`src/rtl/sscr_ram.sv`:
```
// ----------------------------------------------------------------------------
// Generic RAM
// One write port and one read port with registered read data.
// ----------------------------------------------------------------------------
`default_nettype none

module sscr_ram #(
  parameter int WIDTH = 8,
  parameter int DEPTH = 16
) (
  input  wire logic                     clk_i,
  input  wire logic                     we_i,
  input  wire logic [$clog2(DEPTH)-1:0] waddr_i,
  input  wire logic [WIDTH-1:0]         wdata_i,
  input  wire logic [$clog2(DEPTH)-1:0] raddr_i,
  output logic      [WIDTH-1:0]         rdata_o
);

  logic [WIDTH-1:0] mem_q [DEPTH];

  always_ff @(posedge clk_i) begin
    if (we_i) begin
      mem_q[waddr_i] <= wdata_i;
    end
    rdata_o <= mem_q[raddr_i];
  end

endmodule

`default_nettype wire

```
`config.mk`:
```
export PLATFORM = sky130hd
export DESIGN_NAME = sscr_ram
export DESIGN_NICKNAME = d
export VERILOG_FILES = /design/src/rtl/sscr_ram.sv
export SDC_FILE = /design/constraint.sdc
export NUM_CORES = 1
export LEC_CHECK = 0
export BUFFER_PORTS_ARGS = -buffer_cell sky130_fd_sc_hd__buf_2
export CORE_ASPECT_RATIO = 1.5
export CORE_MARGIN = 2
export CORE_UTILIZATION = 35
export DETAILED_ROUTE_END_ITERATION = 16
export PLACE_DENSITY = 0.59
export REMOVE_ABC_BUFFERS = 1
export SYNTH_ARGS = -nofsm -noshare
export SYNTH_HDL_FRONTEND = slang
export SYNTH_SLANG_ARGS = --single-unit
```
`constraint.sdc`:
```
create_clock -name clk_i -period 4.85 [get_ports clk_i]
set_clock_uncertainty 0.15 [all_clocks]
set_input_delay 0.97 -clock clk_i [delete_from_list [all_inputs] [get_ports clk_i]]
set_output_delay 0.97 -clock clk_i [all_outputs]
set_load 0.005 [all_outputs]
```
# Word level (Yosys, flattened, before mapping)
# Memory sizes are Yosys's and may differ from the RTL's. A register that Yosys moved wholly into a read port is not among the register bits.
# Cells that the tools add are included.
[op_classes]
mux = 2
[ops]
columns = ["op", "count"]
rows = [
  ["two-way mux 1 bit", 2],
]
[totals]
register_bits = 0
ram_bits = 128
inputBits = 18
output_inout_bits = 8
wordCells = 3
memories = 1
[memory_table]
columns = ["memory", "depth", "word_bits", "rd", "rd_ports_with_merged_regs", "wr", "line_no", "rtl"]
rows = [
  ["mem_q", 16, 8, 1, 1, 1, "19", "logic [WIDTH-1:0] mem_q [DEPTH];"],
]

# Depth between registers and ports, before layout
[depth]
depth_word = 2
mapped_depth = 5
ltp_nobuf = 3

# Worst setup path before layout
# Ideal clock, no wire load.
[synth_timing]
kind = "input port to flip-flop"
from = "in waddr_i[2]"
to = "mem mem_q[0][0], enable pin"
setup_ps = 383
arrival_time_ps = 2080
t_required_ps = 4317
path_slack_ps = 2237
path_stages = 2
n_path_buf = 0
cell_sequence = "or3b_2 -> nor3_1"
[synth_rtl]
columns = ["item", "line_no", "rtl"]
rows = [
  ["start: declaration", "13", "input wire logic [$clog2(DEPTH)-1:0] waddr_i,"],
  ["end: declaration", "19", ""],
]
# Straight into the memory's write port.

==> metrics.md <==
| Metric | Value |
|---|---|
| CP Cell Sequence | `buf_2 -> mux4_1 -> a22oi_1 -> nand2_1` |
| TritonCTS clock tree | `done` |
| Critical Path AT | `about 2900 ps` |
| Share of flip-flops with an asynchronous set or reset | `0%` |
| Worst path depth | `4` |
| Port buffer count | `25` |
| Crit path launch type | `primary input` |
| Post-synth top flop | `edfxtp_1` |
| Clock buffer depth | `2` |
| First-pass GRT wire length | `15100 um` |
| ANT nets after route | `0` |
| R2r endpoint | `rdata_o[0]$_DFF_P_` |
| Clock power share | `approximately half` |
| Cells after Synth | `229` |
| Period utilization | `a little under three fifths` |
| Slew at the pin closest to its max-slew limit | `between 1000 and 1500 ps` |
| Synth top area cells | `edfxtp_1 75%, mux4_2 7.9%, mux4_1 7.1%` |
| HP Start | `mem_q[14][7]$_DFFE_PP_` |
| Max incr delay on CP | `about 800 ps` |
| Vias/cell | `4.92` |
| Worst reg2reg startpoint | `mem_q[1][0]$_DFFE_PP_` |
| CP bufs+invs | `1` |
| Reg2Reg Setup Slack | `about 3300 ps` |
| Post-synthesis adder-cell area fraction | `0%` |
| Gr usage total | `13.7%` |
| H-tree depth | `4` |
| N_diodes | `0` |
| CP endpoint kind | `register` |
| Yosys cell types | `19` |
| Ports | `26` |
| Seq pwr share | `a little under half` |
| DR WL/cell | `about 21 um` |
| Post-synth top cells | `128 x edfxtp_1, 18 x mux4_2, 16 x a22oi_1` |
| Fillers | `roughly 1300` |
| Syn Area/Cell | `about 22 sq um` |
| Worst hold path class | `reg -> reg` |
| Outcome | `completed` |
| Worst Hold Endpoint | `rdata_o[7]$_DFF_P_` |
| Initial Util | `around 36%` |
| Die Ht | `approximately 150 um` |
| Share of the synthesized area in the top cell type | `between 70% and 80%` |
| Die ar. | `about 16000 sq um` |
| Mapped Area | `about 5000 sq um` |
| DRC | `0` |
| Die W | `103 um` |
| Drt total wl | `a little under 10000 um` |
| Cell count after placement | `440` |
| VDD IR max | `198 uV` |
| CTS root buf | `clkbuf_16` |
| Initial antenna violation count | `0` |
| Clk sinks | `between 100 and 150` |
| Area leader, netlist | `edfxtp_1` |
| Fmax | `0.362 GHz` |
| Register-to-Register Path Depth | `3` |
| DR iter-0 viols | `144` |
| Final TNS setup | `0 ps` |
| GPL Wtd Cong | `0.723` |
| Count of pins over their slew limit | `0` |
| Grt ovf | `0` |
| Site row count | `54` |
| Final hold violation count | `0` |
| Clk_lat worst skew | `between 400 and 500 ps` |
| Nets | `between 200 and 300` |
| Slew HR | `27.0%` |
| Post-Synth XOR/XNOR Area | `0%` |
| DR pass1 iterations | `4` |
| Clk pin slew, worst setup/hold paths | `around 60 ps` |
| Endpoints failing setup | `0` |
| Post-synthesis mux area share | `15.0%` |
| Post-DP HPWL | `just over 6000 um` |
| Power share of the combinational group | `4.1%` |
| Fraction of layout cells with a size suffix above 1 | `between 20 and 30%` |
| CP max FO | `32` |
| Pint | `between 2 and 2.5 mW` |
| Setup bufs post-CTS | `0` |
| Vias in the first global route | `2506` |
| Core Region | `between 10000 and 15000 sq um` |
| Seq/Total Area, Yosys | `between 70% and 80%` |
| Critical Path RT | `approximately 5000 ps` |
| Main combinational cell family by area after synthesis | `multiplexers` |
| Static Leak | `1.99 nW` |
| Largest net degree at the start of global routing | `33` |
| Number of synthesis warnings | `0` |
| Num CTS Buffers | `17` |
| Simple-gate share of the synthesized area | `under 10%` |
| Non-Filler Instances | `~470` |
| Max cap viols | `0` |
| Period minus WS final | `2760 ps` |
| Sw frac | `19.5%` |
| CP Class | `in -> reg` |
| Psw | `approximately 540 uW` |
| Largest delay share family, worst path | `buffers and inverters` |
| Top-count cell post-synth | `edfxtp_1` |
| Synth-to-Final Area Change | `18.0%` |
| Post_cts resized | `0` |
| Hold depth | `3` |
| RSZ-0062 raised after global routing | `false` |
| Crit-path slowest cell | `buf_2` |
| Number of synthesized flops with an enable pin | `128` |
| Post-CTS Hold Buffers | `0` |
| #FFs+latches synth | `~140` |
| Complex-gate fraction of the synthesized area | `under 10%` |
| DR vias | `2323` |
| PwrDens | `between 400 and 500 nW/um^2` |
## layout make-up
class	count	area [sq um]	area share, %
multi-input combinational	83	1080	17.7
clock inverter	13	179	2.95
tap	196	245	4.04
timing repair buffer	25	125	2.06
sequential	136	4000	65.9
clock buffer	19	443	7.29
## state kept, by name, indices dropped and copies added (netlist names)
register / cells
mem_q: 128
rdata_o: 8
## metrics by stage
step	worst slack (ps)	util [%]	hold slack [ps]	power, mW	cell area [sq um]
3_3_place_gp	1650	37.7	499	1.46	5450
4_1_cts	2050	42.0	520	2.79	6070
2_1_floorplan	2240	-	479	1.40	5060
3_5_place_dp	1620	37.7	510	1.46	5450
5_1_grt	1950	42.0	531	2.86	6070
6_report	2090	42.0	513	2.77	6070
## placed cells by master, fill, tap and decap left out, drive strengths merged
cell type  instances
edfxtp           128
mux4              32
buf               25
clkbuf            19
a22oi             16
nor2              13
nand2              9
dfxtp              8
clkinv             6
nor3               4
bufinv             4
clkinvlp           3
nand3b             2
nand2b             2
nor2b              1
and2               1
and2b              1
nand3              1
or3b               1
## kinds of logic after synthesis
logic type / Yosys count
flops: 136
simple gates: 35
mux: 32
compound gates: 16
buf+inv: 10
## worst min-delay path, stage by stage, from the launching register on
cell	delay, ps
edfxtp_1	310
mux4_2	220
a22oi_1	60
nand2_1	50
## routing by layer
layer | global-route usage (%) | vias to the layer above | wire length, um
met1 | 18.6 | 1212 | 4460
met4 | 4.70 | 0 | 75
li1 | - | 1047 | -
met2 | 20.9 | 58 | 4970
met3 | 4.40 | 6 | 413
met5 | 0 | - | 0
## power by group through the flow
stage	registers (mW)	clock network [mW]	logic, mW
after floorplan	1.34	0	0.0527
after global placement	1.35	0	0.113
after detailed placement	1.35	0	0.117
after CTS	1.32	1.35	0.118
after global routing	1.32	1.41	0.126
final	1.32	1.33	0.114
## worst max-delay path by stage
stage	startpoint	endpoint	slack, ps
2_1_floorplan	waddr_i[2]	mem_q[0][0]$_DFFE_PP_	2240
3_3_place_gp	raddr_i[0]	rdata_o[3]$_DFF_P_	1650
3_5_place_dp	raddr_i[0]	rdata_o[3]$_DFF_P_	1620
4_1_cts	raddr_i[0]	rdata_o[0]$_DFF_P_	2050
5_1_grt	raddr_i[0]	rdata_o[2]$_DFF_P_	1950
6_report	raddr_i[0]	rdata_o[0]$_DFF_P_	2090
No activity file was read; power rests on OpenSTA's default activity.
